$ cat config.mk
export PLATFORM = sky130hd
export DESIGN_NAME = mi4_seq
export DESIGN_NICKNAME = d
export VERILOG_FILES = /design/src/rtl/mi4_pkg.sv /design/src/rtl/mi4_seq.sv
export SDC_FILE = /design/constraint.sdc
export NUM_CORES = 1
export LEC_CHECK = 0
export ABC_AREA = 1
export BUFFER_PORTS_ARGS = -buffer_cell sky130_fd_sc_hd__buf_2
export CAP_MARGIN = 5
export CELL_PAD_IN_SITES_DETAIL_PLACEMENT = 0
export CELL_PAD_IN_SITES_GLOBAL_PLACEMENT = 1
export CORE_MARGIN = 1.5
export CORE_UTILIZATION = 33
export CTS_CLUSTER_SIZE = 24
export DETAILED_ROUTE_END_ITERATION = 10
export PLACE_DENSITY_LB_ADDON = 0.1
export SLEW_MARGIN = 40
export SYNTH_ARGS = -nofsm -noshare
export SYNTH_HDL_FRONTEND = slang
export SYNTH_SLANG_ARGS = --single-unit
$ cat constraint.sdc
create_clock -name clk -period 2.24 [get_ports clk]
set_input_delay 0.448 -clock clk [delete_from_list [all_inputs] [get_ports clk]]
set_output_delay 0.448 -clock clk [all_outputs]
set_load 0.01 [all_outputs]
$ cat src/rtl/mi4_pkg.sv
`timescale 1ns / 1ps
`default_nettype none

package mi4_pkg;

  localparam int ENTRIES   = 16;
  localparam int CNT_W     = 4;
  localparam int PC_W      = 5;
  localparam int MINOR_W   = 65;   // exact 2x2 minor
  localparam int COF_W     = 96;   // exact 3x3 cofactor
  localparam int ACC_W     = 136;  // accumulators for cofactor and determinant
  localparam int DET_MAG_W = 130;  // |det| < 2^129
  localparam int PROD_W    = 66;
  localparam int OPND_W    = 33;
  localparam int Q_W       = 33;   // quotient bits kept; top bit flags overflow

  localparam logic [PC_W-1:0]  PC_COF     = 5'd1;
  localparam logic [PC_W-1:0]  PC_DET     = 5'd13;
  localparam logic [PC_W-1:0]  PC_DIVLD   = 5'd16;
  localparam logic [PC_W-1:0]  PC_LAST    = 5'd18;
  localparam logic [CNT_W-1:0] ENTRY_LAST = 4'd15;
  localparam logic [CNT_W-1:0] LIMB_LAST  = 4'd3;

  typedef enum logic [2:0] {OP_WAIT, OP_MAC, OP_DIVLD, OP_DIV, OP_EMIT} op_t;
  typedef enum logic [2:0] {B_MAT, B_MLO, B_MHI, B_C0, B_C1, B_C2} bsrc_t;
  typedef enum logic [1:0] {DST_MLOAD, DST_MSUB, DST_ACC, DST_DET} dst_t;

  typedef struct packed {
    op_t             op;
    logic [1:0]      a_row;
    logic [1:0]      a_col;
    logic [1:0]      b_row;
    logic [1:0]      b_col;
    bsrc_t           b_src;
    dst_t            dst;
    logic            sub;
    logic            clr;
    logic            store;
    logic [1:0]      sh;
    logic            jmp;
    logic [PC_W-1:0] target;
    logic [CNT_W-1:0] lim;
  } uword_t;

  typedef struct packed {
    uword_t           uw;
    logic [1:0]       ph;
    logic [CNT_W-1:0] cnt;
    logic             load_we;
    logic [CNT_W-1:0] load_addr;
  } ctrl_t;

  // index of the n-th row/column of a 3x3 minor that skips x
  function automatic logic [1:0] skip_idx(logic [1:0] n, logic [1:0] x);
    return (n < x) ? n : n + 2'd1;
  endfunction

endpackage

`default_nettype wire

$ cat src/rtl/mi4_seq.sv
`timescale 1ns / 1ps
`default_nettype none

module mi4_seq (
  input  logic            clk,
  input  logic            rst,
  input  logic            in_fire,
  input  logic            out_fire,
  input  logic            div_done,
  output logic            in_ready,
  output logic            out_valid,
  output mi4_pkg::ctrl_t  ctrl
);
  import mi4_pkg::*;

  logic [PC_W-1:0]  pc;
  logic [PC_W-1:0]  pc_next;
  logic [CNT_W-1:0] cnt;
  logic [CNT_W-1:0] cnt_next;
  logic [1:0]       ph;
  logic [1:0]       ph_next;
  logic [CNT_W-1:0] load_count;
  logic             step_done;
  uword_t           uw;

  function automatic uword_t mac(logic [1:0] ar, logic [1:0] ac, bsrc_t bs,
                                 logic [1:0] br, logic [1:0] bc, dst_t d,
                                 logic sb, logic cl, logic [1:0] s);
    uword_t w;
    w       = '0;
    w.op    = OP_MAC;
    w.a_row = ar;
    w.a_col = ac;
    w.b_src = bs;
    w.b_row = br;
    w.b_col = bc;
    w.dst   = d;
    w.sub   = sb;
    w.clr   = cl;
    w.sh    = s;
    return w;
  endfunction

  // microprogram: 3x3 cofactor by minors, determinant by row 0, then divide/emit
  always_comb begin
    uw = '0;
    case (pc)
      5'd0:  uw.op = OP_WAIT;
      5'd1:  uw = mac(2'd1, 2'd1, B_MAT, 2'd2, 2'd2, DST_MLOAD, 1'b0, 1'b0, 2'd0);
      5'd2:  uw = mac(2'd1, 2'd2, B_MAT, 2'd2, 2'd1, DST_MSUB,  1'b0, 1'b0, 2'd0);
      5'd3:  uw = mac(2'd0, 2'd0, B_MLO, 2'd0, 2'd0, DST_ACC,   1'b0, 1'b1, 2'd0);
      5'd4:  uw = mac(2'd0, 2'd0, B_MHI, 2'd0, 2'd0, DST_ACC,   1'b0, 1'b0, 2'd1);
      5'd5:  uw = mac(2'd1, 2'd0, B_MAT, 2'd2, 2'd2, DST_MLOAD, 1'b0, 1'b0, 2'd0);
      5'd6:  uw = mac(2'd1, 2'd2, B_MAT, 2'd2, 2'd0, DST_MSUB,  1'b0, 1'b0, 2'd0);
      5'd7:  uw = mac(2'd0, 2'd1, B_MLO, 2'd0, 2'd0, DST_ACC,   1'b1, 1'b0, 2'd0);
      5'd8:  uw = mac(2'd0, 2'd1, B_MHI, 2'd0, 2'd0, DST_ACC,   1'b1, 1'b0, 2'd1);
      5'd9:  uw = mac(2'd1, 2'd0, B_MAT, 2'd2, 2'd1, DST_MLOAD, 1'b0, 1'b0, 2'd0);
      5'd10: uw = mac(2'd1, 2'd1, B_MAT, 2'd2, 2'd0, DST_MSUB,  1'b0, 1'b0, 2'd0);
      5'd11: uw = mac(2'd0, 2'd2, B_MLO, 2'd0, 2'd0, DST_ACC,   1'b0, 1'b0, 2'd0);
      5'd12: begin
        uw        = mac(2'd0, 2'd2, B_MHI, 2'd0, 2'd0, DST_ACC, 1'b0, 1'b0, 2'd1);
        uw.store  = 1'b1;
        uw.jmp    = 1'b1;
        uw.target = PC_COF;
        uw.lim    = ENTRY_LAST;
      end
      5'd13: uw = mac(2'd0, 2'd0, B_C0, 2'd0, 2'd0, DST_DET, 1'b0, 1'b0, 2'd0);
      5'd14: uw = mac(2'd0, 2'd0, B_C1, 2'd0, 2'd0, DST_DET, 1'b0, 1'b0, 2'd1);
      5'd15: begin
        uw        = mac(2'd0, 2'd0, B_C2, 2'd0, 2'd0, DST_DET, 1'b0, 1'b0, 2'd2);
        uw.jmp    = 1'b1;
        uw.target = PC_DET;
        uw.lim    = LIMB_LAST;
      end
      5'd16: uw.op = OP_DIVLD;
      5'd17: uw.op = OP_DIV;
      5'd18: begin
        uw.op     = OP_EMIT;
        uw.jmp    = 1'b1;
        uw.target = PC_DIVLD;
        uw.lim    = ENTRY_LAST;
      end
      default: uw.op = OP_WAIT;
    endcase
  end

  always_comb begin
    case (uw.op)
      OP_WAIT:  step_done = in_fire && (load_count == ENTRY_LAST);
      OP_MAC:   step_done = (ph == 2'd2);
      OP_DIVLD: step_done = (ph == 2'd1);
      OP_DIV:   step_done = div_done;
      OP_EMIT:  step_done = out_fire;
      default:  step_done = 1'b0;
    endcase
  end

  always_comb begin
    pc_next  = pc;
    cnt_next = cnt;
    ph_next  = ph;
    if (step_done) begin
      ph_next = '0;
      if (uw.jmp && (cnt != uw.lim)) begin
        pc_next  = uw.target;
        cnt_next = cnt + 1'b1;
      end else begin
        if (uw.jmp) cnt_next = '0;
        pc_next = (pc == PC_LAST) ? '0 : pc + 1'b1;
      end
    end else if ((uw.op == OP_MAC) || (uw.op == OP_DIVLD)) begin
      ph_next = ph + 1'b1;
    end
  end

  always_ff @(posedge clk) begin
    if (rst) begin
      pc         <= '0;
      cnt        <= '0;
      ph         <= '0;
      load_count <= '0;
    end else begin
      pc  <= pc_next;
      cnt <= cnt_next;
      ph  <= ph_next;
      if (in_fire) load_count <= load_count + 1'b1;
    end
  end

  assign in_ready  = (uw.op == OP_WAIT);
  assign out_valid = (uw.op == OP_EMIT);

  always_comb begin
    ctrl           = '0;
    ctrl.uw        = uw;
    ctrl.ph        = ph;
    ctrl.cnt       = cnt;
    ctrl.load_we   = in_fire;
    ctrl.load_addr = load_count;
  end

  a_pc_range: assert property (@(posedge clk) disable iff (rst) pc <= PC_LAST)
    else $error("sequencer ran past the last step");

  a_phase_idle: assert property (@(posedge clk) disable iff (rst)
    (uw.op != OP_MAC && uw.op != OP_DIVLD) |-> ph == 2'd0)
    else $error("phase counter moved outside a multi-cycle step");

  a_run_start: assert property (@(posedge clk) disable iff (rst)
    (in_fire && load_count == ENTRY_LAST) |=> (pc == PC_COF && cnt == '0))
    else $error("sixteenth entry did not start the cofactor loop");

  a_run_end: assert property (@(posedge clk) disable iff (rst)
    (out_fire && cnt == ENTRY_LAST) |=> (pc == '0 && load_count == '0))
    else $error("last result did not return to loading");

endmodule

`default_nettype wire

==> out/metrics.cfg, run 1 <==
[power_and_ir_drop]
power_uw=515
ir_drop_v=0.000282
pwr_density_cell_nw_per_um2=298
p_leak_nw=0.995

[clock_tree]
worst_skew_pair.late_latency_ns=0.24
htree_levels=1
cts_tree=done
root_buffer=clkbuf_8
clk_path_buf_depth=2
numCtsBuffers=3
clkTransAtPathRegs_ns=0.06
cts_hold_buffers=0
cts.sinks=15

[critical_path]
r2r_cells=15
crit_required_ns=1.79
cp_max_fo=6
worstPathCellList=ha_2 -> inv_1 -> nor2_1 -> ha_2 -> inv_4 -> nand3_4 -> nor2_4 -> nand2_2 -> nor3_1 -> buf_2
start_kind=flip-flop
end_kind=primary output
cpMostUsedCell=ha_2
critical_path.slowest_cell=dfxtp_4
worstSetupPathType=flip-flop to primary output
arrival_ns=1.68
critPathMaxStageDelay_ns=0.36

[timing]
finalMaxSlewViolations=0
min_period_ns=2.13
post-route-period-util_pct=95.1
setup_ws_ns=0.109
hold_slack_ns=0.426
fmax_ghz=0.469
hold_violations=0
finClkSkew_ns=0.00301
setup_viol=0

[hold_path]
hold_class=primary input to flip-flop
hold_path_depth=2

[place]
dp_slack_ns=0.0327
portBuffers=45
place_inst=302
dp_hpwl_mm=2.64
place.gp.congestion=0.779

[die]
dieArea_um2=4440
die_w_um=66.6
dieHeight_um=66.6
start_util_pct=35.4
row_count=22
core_area_um2=3770
pin_count=49

[logic_synthesis]
synth_top_family_by_area=simple AND/OR/NAND/NOR gates
synth-adder-area-share_pct=6.56
avgSynthCellArea_um2=6.30
postSynthCellCount=212
yosys.area_share.simple_pct=39.4
synth_xor_area_share_pct=1.97
ys_types=28
synth.cell_area_um2=1340
yosys_warnings=0
synth_compound_area_share_pct=11.2
yosys-mux-area-fraction_pct=0
yosysSeqAreaShare_pct=22.5
ys_seq_elements=15

[grt]
antenna_found_initial=0
gr-total-overflow=0
grt_max_degree=12
grt_util_all_layers_pct=16.0
grt_pass1_vias=1253
grt_first_pass_wirelength_mm=5.51

[finish]
nFillCells=432
instances_no_fill=309
fin_util_pct=45.9
n_antenna_cell=0
layout.nets=274
area.growth.synth_to_final_pct=29.5
drive_gt1_share_pct=37.2

[routing]
firstDrtPassIters=4
vias_per_cell=4.51
dr.first_iter.drc_count=40
vias=1395
ant_nets=0
drc=0
wl_mm=3.29
wire_per_inst_um=10.6

[status]
outcome=finished, final reports clean

[run]
cap_violations=0

final timing paths:
path / endpoint / slack [ns] / start
worst max-delay path: in_ready / 0.11 / pc[0]
worst min-delay path: load_count[1] / 0.43 / rst
worst max register to register: pc[4] / 0.22 / pc[0]
worst min register to register: load_count[3] / 0.49 / load_count[3]
flip-flops by register name, indices dropped and copies added (netlist names):
name,count
cnt,4
load_count,4
pc,5
ph,2
worst max-delay path, delay by kind of cell, from the launching register on:
| family | cells | cell delay (ns) |
|---|---|---|
| buffers and inverters | 3 | 0.27 |
| adders and majority gates | 2 | 0.37 |
| DFF | 1 | 0.36 |
| and+or+nand+nor | 5 | 0.44 |
stage by stage:
stage,instance area (um2),setup TNS [ns]
after floorplan,1340,0
after global placement,1590,-0.0107
after detailed placement,1590,0
after CTS,1650,0
after global routing,1730,-0.0204
final,1730,0
cell type report:
type | count | area, um2 | share of cell area [%]
Tap cell | 48 | 60.1 | 3.47
Inverter | 34 | 135 | 7.81
Timing Repair Buffer | 58 | 323 | 18.7
Sequential cell | 15 | 309 | 17.9
Clock buffer | 4 | 45.0 | 2.60
Multi-Input combinational cell | 150 | 857 | 49.6
cell usage after synthesis:
| library cell | count | area share [%] |
|---|---|---|
| nor2_1 | 40 | 11 |
| nand2_1 | 36 | 10 |
| inv_1 | 30 | 8.4 |
| dfxtp_1 | 15 | 22 |
| nand3_1 | 11 | 4.1 |
| o21ai_0 | 10 | 3.7 |
| a21oi_1 | 9 | 3.4 |
| buf_4 | 9 | 5.1 |
| ha_1 | 7 | 6.6 |
| nand2_2 | 7 | 3.3 |
| nand4_1 | 6 | 2.8 |
| nor3_1 | 4 | 1.5 |
| buf_6 | 3 | 2.5 |
| clkbuf_1 | 3 | 0.84 |
| inv_2 | 3 | 0.84 |
| nand2_4 | 3 | 2.5 |
| nor2_4 | 3 | 2.5 |
| o31ai_1 | 2 | 1.1 |
| xor2_1 | 2 | 1.3 |
| conb_1 | 1 | 0.28 |
| inv_4 | 1 | 0.47 |
| nand3_2 | 1 | 0.75 |
| o211ai_1 | 1 | 0.56 |
| o21ai_4 | 1 | 1.2 |
| o221ai_1 | 1 | 0.66 |
| o22ai_1 | 1 | 0.47 |
| or2_2 | 1 | 0.47 |
| xnor2_1 | 1 | 0.66 |
cells by family (layout without fill, tap and decap cells):
| kind of cell | count (synthesis) | after routing |
|---|---|---|
| simple gates | 112 | 112 |
| buf+inv | 49 | 96 |
| compound gates | 25 | 25 |
| flops | 15 | 15 |
| fa+ha+maj | 7 | 7 |
| xor+xnor | 3 | 3 |
| other cells | 1 | 3 |
placed cells by master, fill, tap and decap left out, types with 4 or more instances in the layout:
cell type,instances
buf_2,45
nor2_1,38
nand2_1,34
inv_1,27
buf_4,13
dfxtp_1,12
nand3_1,11
a21oi_1,9
o21ai_0,9
nand2_2,8
nand4_1,6
nand2_4,4
inv_2,4
nor2_4,4
what timing repair did:
action                                  CTS  global route
pin swaps                                 1             3
gates resized for setup                   6            19
setup buffers                             1             2
hold endpoints to repair                  0             0
gates cloned                              0             0
endpoints found under the setup margin    5            17
layer usage:
metal  vias up  track usage, %  share of wire, %
met3         2            1.69               3.8
li1        757               -                 -
met5         -               0                 0
met2        27            26.9                47
met1       609            21.2                49
met4         0            5.36              0.52
report_power, final:
group	internal, mW	total [mW]	switching (mW)	leakage (nW)
Clock	0.126	0.218	0.0920	0.0228
Combinational	0.00982	0.0275	0.0177	0.849
Sequential	0.267	0.270	0.00264	0.123
(Power assumes the default switching activity.)
==> run 2, diff against run 1 <==
--- a/config.mk
+++ b/config.mk
@@ -12,9 +12,8 @@
 export CELL_PAD_IN_SITES_GLOBAL_PLACEMENT = 1
 export CORE_MARGIN = 1.5
 export CORE_UTILIZATION = 33
-export CTS_CLUSTER_SIZE = 24
 export DETAILED_ROUTE_END_ITERATION = 10
-export PLACE_DENSITY_LB_ADDON = 0.1
+export PLACE_DENSITY_LB_ADDON = 0.12
 export SLEW_MARGIN = 40
 export SYNTH_ARGS = -nofsm -noshare
 export SYNTH_HDL_FRONTEND = slang
==> out/metrics.cfg, run 2 (synthesized netlist as in run 1, its figures left out) <==
[routing]
dr.first_iter.drc_count=72
wl_mm=3.37
firstDrtPassIters=4
vias_per_cell=4.52
wire_per_inst_um=10.8
vias=1411
drc=0
ant_nets=0

[finish]
top_regs=pc: 5 flops, cnt: 4 flops, load_count: 4 flops
layout.nets=277
ff_latch_area_um2=309
n_antenna_cell=0
fin_util_pct=47.9
instances_no_fill=312
area.growth.synth_to_final_pct=35.2
largest_register_ffs=5
drive_gt1_share_pct=39.8
final_cell_mix=buf_2, nor2_1, nand2_1
final_cell_area_um2=1810
regMostFlops=pc
multi_input_area_um2=907
nFillCells=416
layout.cells.most_common=buf_2

[critical_path]
cp.depth=10
arrival_ns=1.71
worstPathCellList=ha_4 -> inv_2 -> nor2_2 -> ha_4 -> inv_4 -> nand3_4 -> nor2_4 -> nand2_2 -> nor3_2 -> buf_2
crit_buf_inv=3
start_kind=flip-flop
r2r_cells=17
end_kind=primary output
r2r-end=cnt[2]
cp_max_fo=5
worstSetupPathType=flip-flop to primary output
critical_path.slowest_cell=dfxtp_4
crit_family=simple AND/OR/NAND/NOR gates
cpMostUsedCell=ha_4
crit_required_ns=1.79
crit-reg2reg-launch=pc[1]
rrSetupSlack_ns=0.20
critPathMaxStageDelay_ns=0.38

[power_and_ir_drop]
combPwrFrac_pct=5.2
p_leak_nw=1.04
seq_power_share_pct=52.6
netSwitchingPower_uw=113
ir_drop_v=0.000230
clockPowerShare_pct=42.2
pwr_density_cell_nw_per_um2=284
sw_frac_of_total_pct=22.0
internal_power_uw=400

[place]
dp_hpwl_mm=2.74
place_inst=302
placed_cell_area_um2=1590
place.gp.congestion=0.767
portBuffers=45

[timing]
hold_slack_ns=0.412
min_period_ns=2.16
finalMaxSlewViolations=0
finClkSkew_ns=0.00651
hold_violations=0
grt_setup_unrepaired=true
fin_tns_setup_ns=0
post-route-period-util_pct=96.5
setup_viol=0
fmax_ghz=0.463

[clock_tree]
htree_levels=1
root_buffer=clkbuf_8
worst_skew_pair.late_latency_ns=0.25
clk_path_buf_depth=2
cts.sinks=15
cts_hold_buffers=0
numCtsBuffers=3
cts_tree=done
clkTransAtPathRegs_ns=0.06

[grt]
gr-total-overflow=0
grt_util_all_layers_pct=15.5
grt_max_degree=12
grt_first_pass_wirelength_mm=5.26
antenna_found_initial=0
grt_pass1_vias=1159

[die]
core_area_um2=3770
row_count=22
pin_count=49
die_w_um=66.6
dieArea_um2=4440
dieHeight_um=66.6
start_util_pct=35.4

[hold_path]
holdPathEnd=cnt[1]
hold_path.startpoint=rst
hold_class=primary input to flip-flop
hold_path_depth=2

[run]
cap_violations=0

[status]
outcome=finished, final reports clean

-- run 2: changes by cell type in the layout (fill, tap and decap cells not counted), sizes merged --
cell / change
buf: +3
clkbuf: -1
clkinv: +1
-- run 2: area by class of cell --
class,instances,area share [%]
clock buffer,3,2.29
inverter,34,7.62
clock inverter,1,0.277
sequential,15,17.1
multi-input combinational,150,50.2
timing repair buffer,61,19.1
tap,48,3.33
-- run 2: worst max path at each step --
stage	from	end	slack (ns)
2_1_floorplan	pc[0]	pc[4]	0.17
3_3_place_gp	pc[0]	ph[1]	-0.01
3_5_place_dp	pc[0]	ph[1]	-0.009
4_1_cts	pc[0]	in_ready	0.01
5_1_grt	pc[0]	in_ready	-0.04
6_report	pc[1]	in_ready	0.08
-- run 2: what timing repair did --
item                       in CTS  in global routing
pin swaps                       2                  6
buffers inserted                2                  4
gates resized for setup         8                 27
setup endpoints to repair       7                 16
-- run 2: power by group through the flow --
stage | logic (mW) | clock network (mW) | registers [mW]
3_3_place_gp | 0.0271 | 0 | 0.279
4_1_cts | 0.0270 | 0.225 | 0.273
5_1_grt | 0.0299 | 0.234 | 0.271
3_5_place_dp | 0.0268 | 0 | 0.279
2_1_floorplan | 0.0194 | 0 | 0.280
6_report | 0.0267 | 0.217 | 0.270
-- run 2: per-layer routing --
layer / global-route usage (%) / vias up / routed length [um]
met1: 20.1 / 609 / 1580
met2: 26.5 / 34 / 1630
met3: 1.01 / 4 / 129
li1: - / 764 / -
met4: 6.12 / 0 / 38
met5: 0 / - / 0
-- run 2: metrics by stage --
step	power, mW	setup slack [ns]
global placement	0.306	-0.00952
global route	0.534	-0.0373
CTS	0.525	0.0114
detailed placement	0.305	-0.00935
finish	0.513	0.0788
floorplan	0.299	0.167
